<file path="src/rtl/core/ubd_pkg.sv">
// ----------------------------------------------------------------------------
// ubd_pkg
// Shared types, constants and helpers for the 256-bit binary to BCD converter.
// ----------------------------------------------------------------------------
package ubd_pkg;

   localparam int VALUE_BYTES_DEF = 32;

   // configuration port
   localparam int CSR_ADDR_W = 3;
   localparam int CSR_DATA_W = 32;
   localparam int LIMIT_W    = 7;

   typedef logic [LIMIT_W-1:0]    limit_type;
   typedef logic [CSR_ADDR_W-3:0] csr_index_type;

   localparam limit_type     LIMIT_RESET     = 7'd78;
   localparam csr_index_type REG_DIGIT_LIMIT = 1'b0;

   // digits valid in one result
   localparam logic [1:0] PAIR_NONE = 2'd0;
   localparam logic [1:0] PAIR_ONE  = 2'd1;
   localparam logic [1:0] PAIR_TWO  = 2'd2;

   typedef struct packed {
      logic [7:0] value_byte;
      logic       final_byte;
   } req_type;

   typedef struct packed {
      logic [7:0] digit_pair;
      logic [1:0] pair_count;
      logic       fail;
      logic       end_of_number;
   } rsp_type;

   // operations on the BCD digit row
   typedef enum logic [2:0] {
      BCD_HOLD,
      BCD_CLEAR,
      BCD_DABBLE,
      BCD_SHIFT1,
      BCD_SHIFT2
   } bcd_op_type;

   typedef struct packed {
      bcd_op_type op;
      logic       bit_in;
   } bcd_ctrl_type;

   // operations on the binary value shift register
   typedef enum logic [1:0] {
      VAL_HOLD,
      VAL_LOAD,
      VAL_SHIFT,
      VAL_CLEAR
   } val_op_type;

   // decimal digits needed for a value of the given byte count:
   // floor(bits * log10(2)) + 1, log10(2) taken as 1233/4096
   function automatic int ndig(input int bytes);
      return ((bytes * 8 * 1233) >> 12) + 1;
   endfunction

endpackage

</file>
<file path="src/rtl/core/ubd_csr.sv">
// ----------------------------------------------------------------------------
// ubd_csr
// APB-style register slave holding the digit limit.
// ----------------------------------------------------------------------------
module ubd_csr (
   input  logic                              clock,
   input  logic                              reset,
   input  logic                              psel,
   input  logic                              penable,
   input  logic                              pwrite,
   input  logic [ubd_pkg::CSR_ADDR_W-1:0]    paddr,
   input  logic [ubd_pkg::CSR_DATA_W-1:0]    pwdata,
   output logic [ubd_pkg::CSR_DATA_W-1:0]    prdata,
   output logic                              pready,
   output ubd_pkg::limit_type                digit_limit
);

   ubd_pkg::limit_type     digit_limit_ff;
   ubd_pkg::limit_type     digit_limit_in;
   ubd_pkg::csr_index_type reg_index;
   logic                   wr_en;

   // word index; the low two address bits are byte lanes
   assign reg_index = paddr[ubd_pkg::CSR_ADDR_W-1:2];
   assign wr_en     = psel && penable && pwrite && pready;
   assign pready    = 1'b1;

   always_comb begin
      digit_limit_in = digit_limit_ff;
      if (wr_en && (reg_index == ubd_pkg::REG_DIGIT_LIMIT)) begin
         digit_limit_in = pwdata[ubd_pkg::LIMIT_W-1:0];
      end
   end

   always_comb begin
      prdata = '0;
      if (reg_index == ubd_pkg::REG_DIGIT_LIMIT) begin
         prdata = ubd_pkg::CSR_DATA_W'(digit_limit_ff);
      end
   end

   always_ff @(posedge clock) begin
      if (reset) begin
         digit_limit_ff <= ubd_pkg::LIMIT_RESET;
      end else begin
         digit_limit_ff <= digit_limit_in;
      end
   end

   assign digit_limit = digit_limit_ff;

endmodule

</file>
<file path="src/rtl/core/ubd_value_sr.sv">
// ----------------------------------------------------------------------------
// ubd_value_sr
// Binary value shift register: bytes enter at the bottom, bits leave at the
// top one per cycle during conversion.
// ----------------------------------------------------------------------------
module ubd_value_sr #(
   parameter int VALUE_BYTES = ubd_pkg::VALUE_BYTES_DEF
) (
   input  logic                clock,
   input  logic                reset,
   input  ubd_pkg::val_op_type op,
   input  logic [7:0]          byte_in,
   output logic                msb
);

   localparam int VALUE_W = VALUE_BYTES * 8;

   logic [VALUE_W-1:0] value_ff;
   logic [VALUE_W-1:0] value_in;
   logic [VALUE_W+7:0] loaded;

   assign loaded = {value_ff, byte_in};

   always_comb begin
      case (op)
         ubd_pkg::VAL_HOLD:  value_in = value_ff;
         ubd_pkg::VAL_LOAD:  value_in = loaded[VALUE_W-1:0];
         ubd_pkg::VAL_SHIFT: value_in = {value_ff[VALUE_W-2:0], 1'b0};
         ubd_pkg::VAL_CLEAR: value_in = '0;
         default:            value_in = value_ff;
      endcase
   end

   always_ff @(posedge clock) begin
      if (reset) begin
         value_ff <= '0;
      end else begin
         value_ff <= value_in;
      end
   end

   assign msb = value_ff[VALUE_W-1];

endmodule

</file>
<file path="src/rtl/core/ubd_bcd_row.sv">
// ----------------------------------------------------------------------------
// ubd_bcd_row
// Row of BCD digit cells. Shift-and-add-3 takes one binary bit per cycle;
// afterwards the row shifts up one or two digits at a time to read out.
// ----------------------------------------------------------------------------
module ubd_bcd_row #(
   parameter int NDIG = 78
) (
   input  logic                  clock,
   input  ubd_pkg::bcd_ctrl_type ctrl,
   output logic [3:0]            top_digit,
   output logic [3:0]            next_digit
);

   logic [3:0] dig_ff [NDIG];
   logic [3:0] adj    [NDIG];
   logic       carry  [NDIG];
   logic [3:0] src1   [NDIG];
   logic [3:0] src2   [NDIG];

   for (genvar i = 0; i < NDIG; i++) begin : g_cell
      assign adj[i] = (dig_ff[i] >= 4'd5) ? (dig_ff[i] + 4'd3) : dig_ff[i];

      if (i == 0) begin : g_low
         assign carry[i] = ctrl.bit_in;
         assign src1[i]  = 4'd0;
         assign src2[i]  = 4'd0;
      end else if (i == 1) begin : g_second
         assign carry[i] = adj[i-1][3];
         assign src1[i]  = dig_ff[i-1];
         assign src2[i]  = 4'd0;
      end else begin : g_upper
         assign carry[i] = adj[i-1][3];
         assign src1[i]  = dig_ff[i-1];
         assign src2[i]  = dig_ff[i-2];
      end

      always_ff @(posedge clock) begin
         case (ctrl.op)
            ubd_pkg::BCD_CLEAR:  dig_ff[i] <= 4'd0;
            ubd_pkg::BCD_DABBLE: dig_ff[i] <= {adj[i][2:0], carry[i]};
            ubd_pkg::BCD_SHIFT1: dig_ff[i] <= src1[i];
            ubd_pkg::BCD_SHIFT2: dig_ff[i] <= src2[i];
            default:             dig_ff[i] <= dig_ff[i];
         endcase
      end
   end

   assign top_digit  = dig_ff[NDIG-1];
   assign next_digit = dig_ff[NDIG-2];

endmodule

</file>
<file path="src/rtl/core/u256_binary_to_decimal.sv">
// ----------------------------------------------------------------------------
// u256_binary_to_decimal
// Unsigned big-endian binary number to packed BCD digits, bit-serial.
// ----------------------------------------------------------------------------
// Usage:
//   req channel: one byte of the number per item, most significant first;
//   final_byte marks the last byte and starts the conversion. Bytes are taken
//   at one a cycle while loading.
//   rsp channel: the decimal digits, most significant first, two per item;
//   an odd count puts the leading digit alone in the low nibble of the first
//   item. A number longer than VALUE_BYTES bytes, or with more digits than
//   digit_limit, gives a single item with fail set. end_of_number marks the
//   last item of each number.
//   Sequence: after the final byte, shift-and-add-3 runs over every bit of
//   the value (one bit a cycle through the digit row), then leading zero
//   digits are dropped one at a time (up to the row depth less one), the
//   limit is checked, then one item per cycle while the output is not
//   stalled. An overlong number goes straight to its fail item. req_stall
//   stays high from the final byte until the last item has entered the output register.
//   The output register holds a stalled item unchanged; conversion pauses in
//   read-out until it is taken. Reset clears the number, the byte count, the
//   output valid and sets digit_limit to 78.
// ----------------------------------------------------------------------------
module u256_binary_to_decimal #(
   parameter int VALUE_BYTES = ubd_pkg::VALUE_BYTES_DEF
) (
   input  logic                           clock,
   input  logic                           reset,
   input  logic                           req_valid,
   output logic                           req_stall,
   input  ubd_pkg::req_type               req_data,
   output logic                           rsp_valid,
   input  logic                           rsp_stall,
   output ubd_pkg::rsp_type               rsp_data,
   input  logic                           psel,
   input  logic                           penable,
   input  logic                           pwrite,
   input  logic [ubd_pkg::CSR_ADDR_W-1:0] paddr,
   input  logic [ubd_pkg::CSR_DATA_W-1:0] pwdata,
   output logic [ubd_pkg::CSR_DATA_W-1:0] prdata,
   output logic                           pready
);

   localparam int VALUE_W = VALUE_BYTES * 8;
   localparam int NDIG    = ubd_pkg::ndig(VALUE_BYTES);
   localparam int BSEEN_W = $clog2(VALUE_BYTES + 1);
   localparam int BIT_W   = $clog2(VALUE_W);
   localparam int DIG_W   = $clog2(NDIG + 1);

   typedef enum logic [1:0] {
      S_LOAD,
      S_CONV,
      S_SKIP,
      S_EMIT
   } state_type;

   state_type             state_ff, state_in;
   logic [BSEEN_W-1:0]    bytes_seen_ff, bytes_seen_in;
   logic                  overlong_ff, overlong_in;
   logic                  fail_ff, fail_in;
   logic [BIT_W-1:0]      bit_cnt_ff, bit_cnt_in;
   logic [DIG_W-1:0]      digits_ff, digits_in;
   logic                  rsp_valid_ff, rsp_valid_in;
   ubd_pkg::rsp_type      rsp_data_ff, rsp_data_in;

   ubd_pkg::bcd_ctrl_type bcd_ctrl;
   ubd_pkg::val_op_type   val_op;
   ubd_pkg::limit_type    digit_limit;
   logic                  value_msb;
   logic [3:0]            top_digit;
   logic [3:0]            next_digit;
   logic                  req_fire;
   logic                  out_free;
   logic                  full;

   ubd_csr u_csr (
      .clock       (clock),
      .reset       (reset),
      .psel        (psel),
      .penable     (penable),
      .pwrite      (pwrite),
      .paddr       (paddr),
      .pwdata      (pwdata),
      .prdata      (prdata),
      .pready      (pready),
      .digit_limit (digit_limit)
   );

   ubd_value_sr #(
      .VALUE_BYTES (VALUE_BYTES)
   ) u_value_sr (
      .clock   (clock),
      .reset   (reset),
      .op      (val_op),
      .byte_in (req_data.value_byte),
      .msb     (value_msb)
   );

   ubd_bcd_row #(
      .NDIG (NDIG)
   ) u_bcd_row (
      .clock      (clock),
      .ctrl       (bcd_ctrl),
      .top_digit  (top_digit),
      .next_digit (next_digit)
   );

   assign req_stall = (state_ff != S_LOAD);
   assign req_fire  = req_valid && !req_stall;
   assign out_free  = !rsp_valid_ff || !rsp_stall;
   assign full      = (bytes_seen_ff == BSEEN_W'(VALUE_BYTES));

   always_comb begin
      state_in        = state_ff;
      bytes_seen_in   = bytes_seen_ff;
      overlong_in     = overlong_ff;
      fail_in         = fail_ff;
      bit_cnt_in      = bit_cnt_ff;
      digits_in       = digits_ff;
      rsp_valid_in    = rsp_valid_ff && rsp_stall;
      rsp_data_in     = rsp_data_ff;
      bcd_ctrl.op     = ubd_pkg::BCD_HOLD;
      bcd_ctrl.bit_in = value_msb;
      val_op          = ubd_pkg::VAL_HOLD;

      case (state_ff)
         S_LOAD: begin
            if (req_fire) begin
               if (full) begin
                  overlong_in = 1'b1;
               end else begin
                  val_op        = ubd_pkg::VAL_LOAD;
                  bytes_seen_in = bytes_seen_ff + BSEEN_W'(1);
               end
               if (req_data.final_byte) begin
                  bytes_seen_in = '0;
                  overlong_in   = 1'b0;
                  if (overlong_ff || full) begin
                     val_op   = ubd_pkg::VAL_CLEAR;
                     fail_in  = 1'b1;
                     state_in = S_EMIT;
                  end else begin
                     bcd_ctrl.op = ubd_pkg::BCD_CLEAR;
                     bit_cnt_in  = BIT_W'(VALUE_W - 1);
                     state_in    = S_CONV;
                  end
               end
            end
         end
         S_CONV: begin
            bcd_ctrl.op = ubd_pkg::BCD_DABBLE;
            val_op      = ubd_pkg::VAL_SHIFT;
            bit_cnt_in  = bit_cnt_ff - BIT_W'(1);
            if (bit_cnt_ff == '0) begin
               digits_in = DIG_W'(NDIG);
               state_in  = S_SKIP;
            end
         end
         S_SKIP: begin
            // drop leading zeros, keeping at least one digit
            if ((top_digit == 4'd0) && (digits_ff != DIG_W'(1))) begin
               bcd_ctrl.op = ubd_pkg::BCD_SHIFT1;
               digits_in   = digits_ff - DIG_W'(1);
            end else begin
               fail_in  = ubd_pkg::limit_type'(digits_ff) > digit_limit;
               state_in = S_EMIT;
            end
         end
         S_EMIT: begin
            if (out_free) begin
               rsp_valid_in = 1'b1;
               if (fail_ff) begin
                  rsp_data_in.digit_pair    = 8'd0;
                  rsp_data_in.pair_count    = ubd_pkg::PAIR_NONE;
                  rsp_data_in.fail          = 1'b1;
                  rsp_data_in.end_of_number = 1'b1;
                  fail_in                   = 1'b0;
                  state_in                  = S_LOAD;
               end else if (digits_ff[0]) begin
                  rsp_data_in.digit_pair    = {4'd0, top_digit};
                  rsp_data_in.pair_count    = ubd_pkg::PAIR_ONE;
                  rsp_data_in.fail          = 1'b0;
                  rsp_data_in.end_of_number = (digits_ff == DIG_W'(1));
                  bcd_ctrl.op               = ubd_pkg::BCD_SHIFT1;
                  digits_in                 = digits_ff - DIG_W'(1);
                  if (digits_ff == DIG_W'(1)) begin
                     state_in = S_LOAD;
                  end
               end else begin
                  rsp_data_in.digit_pair    = {top_digit, next_digit};
                  rsp_data_in.pair_count    = ubd_pkg::PAIR_TWO;
                  rsp_data_in.fail          = 1'b0;
                  rsp_data_in.end_of_number = (digits_ff == DIG_W'(2));
                  bcd_ctrl.op               = ubd_pkg::BCD_SHIFT2;
                  digits_in                 = digits_ff - DIG_W'(2);
                  if (digits_ff == DIG_W'(2)) begin
                     state_in = S_LOAD;
                  end
               end
            end
         end
         default: begin
            state_in = S_LOAD;
         end
      endcase
   end

   always_ff @(posedge clock) begin
      if (reset) begin
         state_ff      <= S_LOAD;
         bytes_seen_ff <= '0;
         overlong_ff   <= 1'b0;
         fail_ff       <= 1'b0;
         rsp_valid_ff  <= 1'b0;
      end else begin
         state_ff      <= state_in;
         bytes_seen_ff <= bytes_seen_in;
         overlong_ff   <= overlong_in;
         fail_ff       <= fail_in;
         rsp_valid_ff  <= rsp_valid_in;
      end
      bit_cnt_ff  <= bit_cnt_in;
      digits_ff   <= digits_in;
      rsp_data_ff <= rsp_data_in;
   end

   assign rsp_valid = rsp_valid_ff;
   assign rsp_data  = rsp_data_ff;

endmodule

</file>
<file path="config.mk">
export PLATFORM = sky130hd
export DESIGN_NAME = u256_binary_to_decimal
export DESIGN_NICKNAME = d
export VERILOG_FILES = /design/src/rtl/core/ubd_pkg.sv /design/src/rtl/core/ubd_csr.sv /design/src/rtl/core/ubd_value_sr.sv /design/src/rtl/core/ubd_bcd_row.sv /design/src/rtl/core/u256_binary_to_decimal.sv
export SDC_FILE = /design/constraint.sdc
export NUM_CORES = 2
export LEC_CHECK = 0
export BUFFER_PORTS_ARGS = -buffer_cell sky130_fd_sc_hd__buf_2
export CORE_UTILIZATION = 57
export DETAILED_ROUTE_END_ITERATION = 8
export GPL_ROUTABILITY_DRIVEN = 0
export PLACE_DENSITY = 0.77
export SYNTH_ARGS = -nofsm -noshare
export SYNTH_HDL_FRONTEND = slang
export SYNTH_SLANG_ARGS = --single-unit
export TNS_END_PERCENT = 10
</file>
<file path="constraint.sdc">
create_clock -name clock -period 20.7 [get_ports clock]
set_clock_uncertainty 0.15 [all_clocks]
set_input_delay 4.14 -clock clock [delete_from_list [all_inputs] [get_ports clock]]
set_output_delay 4.14 -clock clock [all_outputs]
set_load 0.02 [all_outputs]
</file>
# Word-level counts from Yosys, hierarchy flattened
# Memories as Yosys holds them, arrays and structs flattened.
# Index checks and enable logic that the tools add are counted.
# classes
n_addsub	82
magnitude_cmp	79
eq_ne	26
mux	448
n_bitwise	313
n_reduce_logical	29
# ops
operator	n
2-to-1 mux 4 bit	389
case mux 256 bit (3 select lines)	1
greater-or-equal comparator 4 x 3 -> 1 bit (second input constant)	78
bitwise OR 1 bit	312
adder 4 x 2 -> 4 bit (second input constant)	77
2-to-1 mux 7 bit	6
2-to-1 mux 8 bit	4
2-to-1 mux 2 bit	14
2-to-1 mux 1 bit	22
case mux 7 bit (3 select lines)	1
inequality test 2 bit (second input constant)	10
case mux 8 bit (2 select lines)	1
2-to-1 mux 3 bit	4
2-to-1 mux 6 bit	2
case mux 3 bit (4 select lines)	1
== test 2 bit (second input constant)	4
zero test 8 bit	1
inequality test 4 bit (second input constant)	2
case mux 2 bit (4 select lines)	1
subtractor 8 x 1 -> 8 bit (second input constant)	1
== test 7 x 1 -> 1 bit (second input constant)	1
== test 7 x 2 -> 1 bit (second input constant)	1
greater-than comparator 7 bit	1
inequality test 7 x 1 -> 1 bit (second input constant)	1
other kinds (27)	42
# totals
ff_bits	301
ram_bits	312
input_bits	51
out_inout_bits	47
elab_cells	992
mem_count	1
# mem_list
name	words	word_bits	read_ports	rd_clocked_by_memory_dff	write_ports	line	rtl
u_bcd_row.dig_ff	78	4	78	0	78	ubd_bcd_row.sv:15	logic [3:0] dig_ff [NDIG];

# Longest topological paths before layout
# logic_depth
ltp_word	13
mapped_depth	11
mapped_depth_nobuf	7

# Modules after synthesis
# From an unflattened synthesis, not the netlist that was laid out.
# unflattened
cells_unflattened	3671
area_unflattened_um2	38503.2
# by_module_without_submodules
mod	instances	cells_per_inst	area_per_inst_um2	seq_area_each_um2
ubd_bcd_row	1	2225	22037.4	9369.0
ubd_value_sr	1	1149	13650.6	5124.9
u256_binary_to_decimal	1	231	2248.4	1031.0
ubd_csr	1	66	566.8	140.1

# Worst setup path after synthesis
# No wires, ideal clock.
# synth_timing
path_type	input -> register
start	input port req_valid
end	memory u_bcd_row.dig_ff[0][0], enable pin
setup_ns	1.123
t_arrival_ns	20.404
required_ns	19.427
slack_ns	-0.977
cell_stages	4
n_path_buf	0
cell_sequence	nand3_1 -> a211oi_1 -> a211oi_1 -> xnor2_1
# synth_lines
element	line	rtl
start, declared	u256_binary_to_decimal.sv:29	input logic req_valid,
end, declared	ubd_bcd_row.sv:15	

# Final worst setup path
# layout_timing
start	input port paddr[2] (netlist name)
end	output port prdata[5] (netlist name)
# layout_between
elab_chain_cells	1
# layout_rtl
element	line	rtl
start, declared	u256_binary_to_decimal.sv:38	input logic [ubd_pkg::CSR_ADDR_W-1:0] paddr,
2-to-1 mux 7 bit	ubd_csr.sv:37	if (reg_index == ubd_pkg::REG_DIGIT_LIMIT) begin
end, declared	u256_binary_to_decimal.sv:40	output logic [ubd_pkg::CSR_DATA_W-1:0] prdata,
# Every way passes these cells.

==> impl_metrics.xml <==
<?xml version="1.0" encoding="UTF-8"?>
<metrics>
  <group name="cts">
    <metric name="clk_latency" unit="ps">610</metric>
    <metric name="clockBufferDepth" unit="">3</metric>
    <metric name="tritoncts_clock_tree" unit="">built</metric>
    <metric name="cts_made_buffers" unit="">69</metric>
    <metric name="post_cts_resized" unit="">0</metric>
    <metric name="htreeDepth" unit="">3</metric>
    <metric name="clock_tree.root_cell" unit="">sky130_fd_sc_hd__clkbuf_16</metric>
    <metric name="tritoncts_num_sinks" unit="">613</metric>
    <metric name="cts_hold_buf" unit="">0</metric>
    <metric name="cts.reportedPaths.clkPinSlew" unit="ps">60</metric>
    <metric name="post_cts.repair.setup_buffers" unit="">0</metric>
  </group>
  <group name="yosys">
    <metric name="synth-edff-count" unit="">339</metric>
    <metric name="synth.ff_latch_count" unit="">613</metric>
    <metric name="postSynthAreaPerCell" unit="µm²">8.997</metric>
    <metric name="ys_warn_count" unit="">0</metric>
    <metric name="dominantRegCellSynth" unit="">sky130_fd_sc_hd__edfxtp_1</metric>
    <metric name="yosysTopAreaCellShare" unit="">0.2925</metric>
    <metric name="synth.lib_cells_used.distinct" unit="">56</metric>
    <metric name="seq_area_frac_synth" unit="">0.4501</metric>
    <metric name="synth_top_cells_by_area" unit="">sky130_fd_sc_hd__edfxtp_1, sky130_fd_sc_hd__dfxtp_1, sky130_fd_sc_hd__o21ai_0</metric>
    <metric name="gate_count_of_the_mapped_netlist" unit="">3868</metric>
    <metric name="yosys.area.top_type" unit="">sky130_fd_sc_hd__edfxtp_1</metric>
    <metric name="synthArstFlopShare" unit="">0</metric>
    <metric name="synth_most_common_cell" unit="">sky130_fd_sc_hd__o21ai_0</metric>
    <metric name="syn-cell-area" unit="µm²">34800</metric>
    <metric name="ys_top_cells_by_count" unit="">sky130_fd_sc_hd__o21ai_0, sky130_fd_sc_hd__a21oi_1, sky130_fd_sc_hd__edfxtp_1</metric>
  </group>
  <group name="timing">
    <metric name="final_period_demand_of_the_worst_path" unit="ps">8914</metric>
    <metric name="layout_worst_path_cycle_share" unit="">0.4306</metric>
    <metric name="setup_violations" unit="">0</metric>
    <metric name="grt_setup_unrepaired" unit="">no</metric>
    <metric name="timing.final.hold_violations" unit="">0</metric>
    <metric name="achievable-frequency" unit="MHz">112.2</metric>
    <metric name="post_route_setup_tns" unit="ps">0</metric>
    <metric name="final-max-slew-violation-count" unit="">0</metric>
    <metric name="finalHoldWorstSlack" unit="ps">308.1</metric>
    <metric name="worst_slew_margin_rel" unit="">0.2374</metric>
    <metric name="slew_at_the_pin_closest_to_its_max_slew_limit" unit="ps">1144</metric>
  </group>
  <group name="power">
    <metric name="power.switching_fraction" unit="">0.3797</metric>
    <metric name="power_per_cell_area" unit="nW/µm²">130.6</metric>
    <metric name="power.internal" unit="mW">3.012</metric>
    <metric name="ir_worst_vdd" unit="V">0.0001155</metric>
    <metric name="pwr-share-clk" unit="">0.247</metric>
    <metric name="leakagePower" unit="nW">13.10</metric>
    <metric name="power.net_switching" unit="mW">1.844</metric>
    <metric name="p_comb_frac" unit="">0.316</metric>
    <metric name="seq_power_share" unit="">0.437</metric>
  </group>
  <group name="worst_setup_path">
    <metric name="start_kind" unit="">input pin</metric>
    <metric name="cp_num_buf_inv" unit="">2</metric>
    <metric name="path_common_cell" unit="">sky130_fd_sc_hd__buf_2</metric>
    <metric name="critical-path-slowest-cell" unit="">sky130_fd_sc_hd__buf_2</metric>
    <metric name="worst_ep_required_time" unit="ps">16410</metric>
    <metric name="critPathArrivalTime" unit="ps">4620</metric>
    <metric name="critical_path_class" unit="">input pin to primary output</metric>
    <metric name="critical_path.top_delay_family" unit="">buffers and inverters</metric>
    <metric name="critical_path.cell_chain" unit="">buf_2 &gt; nor2_1 &gt; buf_2</metric>
    <metric name="worst_path_largest_cell_delay" unit="ps">190</metric>
    <metric name="critical_path.endpoint_type" unit="">primary output</metric>
    <metric name="worst-path-max-fanout" unit="">8</metric>
  </group>
  <group name="drt">
    <metric name="drt_drc_violations_left" unit="">0</metric>
    <metric name="wl_per_cell" unit="µm">16.32</metric>
    <metric name="ant_nets" unit="">0</metric>
    <metric name="routed_wirelength" unit="mm">74.75</metric>
    <metric name="detailedRoute.firstIterationViolations" unit="">2970</metric>
    <metric name="post_drt_via_cell_ratio" unit="">6.168</metric>
    <metric name="routed-via-count" unit="">28250</metric>
    <metric name="drt_first_pass_iters" unit="">6</metric>
  </group>
  <group name="finish">
    <metric name="postLayoutCellArea" unit="µm²">37200</metric>
    <metric name="syn_to_final_growth" unit="%">6.896</metric>
    <metric name="nets" unit="">3974</metric>
    <metric name="fraction_of_layout_cells_with_a_size_suffix_above_1" unit="">0.07216</metric>
    <metric name="number_of_standard_cells_in_the_final_layout_excluding_fillers" unit="">4580</metric>
  </group>
  <group name="die">
    <metric name="io-pin-count" unit="">98</metric>
    <metric name="core-area" unit="µm²">60360</metric>
    <metric name="die-area" unit="µm²">62040</metric>
    <metric name="dieWidth" unit="µm">249.1</metric>
    <metric name="initial_core_util" unit="">0.5766</metric>
    <metric name="die_boundary_height" unit="µm">249.1</metric>
    <metric name="placementRows" unit="">90</metric>
  </group>
  <group name="outcome">
    <metric name="outcome" unit="">finished, final reports clean</metric>
  </group>
  <group name="placement">
    <metric name="place.port_buffers" unit="">44</metric>
    <metric name="placedCellCount" unit="">4455</metric>
    <metric name="dp_hpwl" unit="mm">42.81</metric>
    <metric name="place_area" unit="µm²">35000</metric>
  </group>
  <group name="global_routing">
    <metric name="vias_in_the_first_global_route" unit="">26080</metric>
    <metric name="grt.total_usage" unit="">0.2333</metric>
    <metric name="top_usage_layer" unit="">met2</metric>
    <metric name="grt_max_degree" unit="">259</metric>
    <metric name="grt_met2_usage" unit="">0.3758</metric>
    <metric name="grt.overflow.total" unit="">0</metric>
    <metric name="number_of_antenna_violations_at_the_first_check_in_global_routing" unit="">1</metric>
    <metric name="groute.layer.met3.usage" unit="">0.03093</metric>
    <metric name="grt_pass1_wl" unit="mm">125.6</metric>
    <metric name="met1_usage" unit="">0.3322</metric>
  </group>
  <group name="flow_run">
    <metric name="drv_cap" unit="">0</metric>
  </group>
  <group name="min_path">
    <metric name="min-delay-path-class" unit="">flip-flop to flip-flop</metric>
  </group>
</metrics>
routing by layer:
| metal | wire (µm) | up-vias |
|---|---|---|
| met4 | 1298 | 0 |
| li1 | - | 13870 |
| met5 | 0 | - |
| met1 | 35270 | 13620 |
| met3 | 3439 | 105 |
| met2 | 34750 | 653 |
logic make-up (layout without fill, tap and decap cells):
family / Yosys count / count (layout) / share of synthesized area
AO/OA/AOI/OAI: 1810 / 1810 / 0.2968
AND/OR/NAND/NOR: 696 / 696 / 0.1014
flip-flops: 613 / 613 / 0.4501
buffers and inverters: 459 / 364 / 0.05911
adder cells (fa/ha/maj): 179 / 179 / 0.06436
XOR/XNOR: 92 / 92 / 0.02315
multiplexers: 17 / 17 / 0.004890
other: 2 / 27 / 0.0002158
power by group through the flow:
| stage | Sequential [mW] | Clock [mW] | Combinational (mW) |
|---|---|---|---|
| after CTS | 2.11 | 1.22 | 1.54 |
| final | 2.12 | 1.20 | 1.53 |
| after global placement | 2.13 | 0 | 1.48 |
| after global routing | 2.18 | 1.26 | 1.76 |
| after floorplan | 2.06 | 0 | 1.30 |
| after detailed placement | 2.13 | 0 | 1.53 |
worst register-to-register path, delay by kind of cell (launching register included):
family	cells	cell delay (ps)
xor+xnor	1	190
fa+ha+maj	1	310
flops	1	970
compound gates	3	1090
buf+inv	2	1660
simple gates	1	120
registers in the layout, indices dropped and copies added (netlist names):
register and flops:
fail_ff 1, digits_ff 7, u_value_sr.value_ff 256, u_bcd_row.dig_ff 312, state_ff 2, u_csr.digit_limit 7, overlong_ff 1, rsp_data 12
rsp_valid 1, bytes_seen_ff 6, bit_cnt_ff 8
worst paths after layout:
path	cells after the start	startpoint	slack, ps	endpoint
hold reg to reg	2	u_value_sr.value_ff[77]	310	u_value_sr.value_ff[85]
setup / recovery	3	paddr[2]	11790	prdata[5]
hold / removal	2	u_value_sr.value_ff[77]	310	u_value_sr.value_ff[85]
setup reg to reg	8	digits_ff[0]	15710	u_bcd_row.dig_ff[18][2]
metrics by stage:
stage | util | power, mW | setup slack [ps]
final | 0.6163 | 4.857 | 11790
after global routing | 0.6163 | 5.197 | 11750
after CTS | 0.6163 | 4.873 | 11790
after detailed placement | 0.5798 | 3.658 | 11790
after global placement | 0.5798 | 3.611 | 11800
after floorplan | - | 3.352 | 6234
layout make-up:
type	instances	area (µm²)
tap	782	978.4
fill	5046	23160
multi-input combinational	2820	17250
sequential	613	15670
antenna	1	2.502
timing repair buffer	61	422.9
clock inverter	23	188.9
inverter	179	681.9
clock buffer	101	2011
cells in the final DEF (no fill, tap or decap), types with 4 or more instances in the layout:
cell                        instances
sky130_fd_sc_hd__a211oi_1           6
sky130_fd_sc_hd__a21oi_1          572
sky130_fd_sc_hd__a22oi_1          302
sky130_fd_sc_hd__and2_1             5
sky130_fd_sc_hd__and3_1             5
sky130_fd_sc_hd__buf_12             6
sky130_fd_sc_hd__buf_2             44
sky130_fd_sc_hd__buf_4             11
sky130_fd_sc_hd__clkbuf_1          19
sky130_fd_sc_hd__clkbuf_16         72
sky130_fd_sc_hd__clkbuf_8          10
sky130_fd_sc_hd__clkinv_1           8
sky130_fd_sc_hd__clkinv_2           7
sky130_fd_sc_hd__conb_1            26
sky130_fd_sc_hd__dfxtp_1          274
sky130_fd_sc_hd__edfxtp_1         339
sky130_fd_sc_hd__ha_1             179
sky130_fd_sc_hd__inv_1            177
sky130_fd_sc_hd__inv_6              4
sky130_fd_sc_hd__mux2i_1           17
sky130_fd_sc_hd__nand2_1          286
sky130_fd_sc_hd__nand2b_1          82
sky130_fd_sc_hd__nand3_1            9
sky130_fd_sc_hd__nand4_1            5
sky130_fd_sc_hd__nor2_1           123
sky130_fd_sc_hd__nor2b_1            5
sky130_fd_sc_hd__nor3_1             5
sky130_fd_sc_hd__nor3b_1          152
sky130_fd_sc_hd__o21ai_0          698
sky130_fd_sc_hd__o21ai_1          100
sky130_fd_sc_hd__o21ai_2          100
sky130_fd_sc_hd__xnor2_1           86
sky130_fd_sc_hd__xor2_1             5
(Power assumes the default switching activity.)
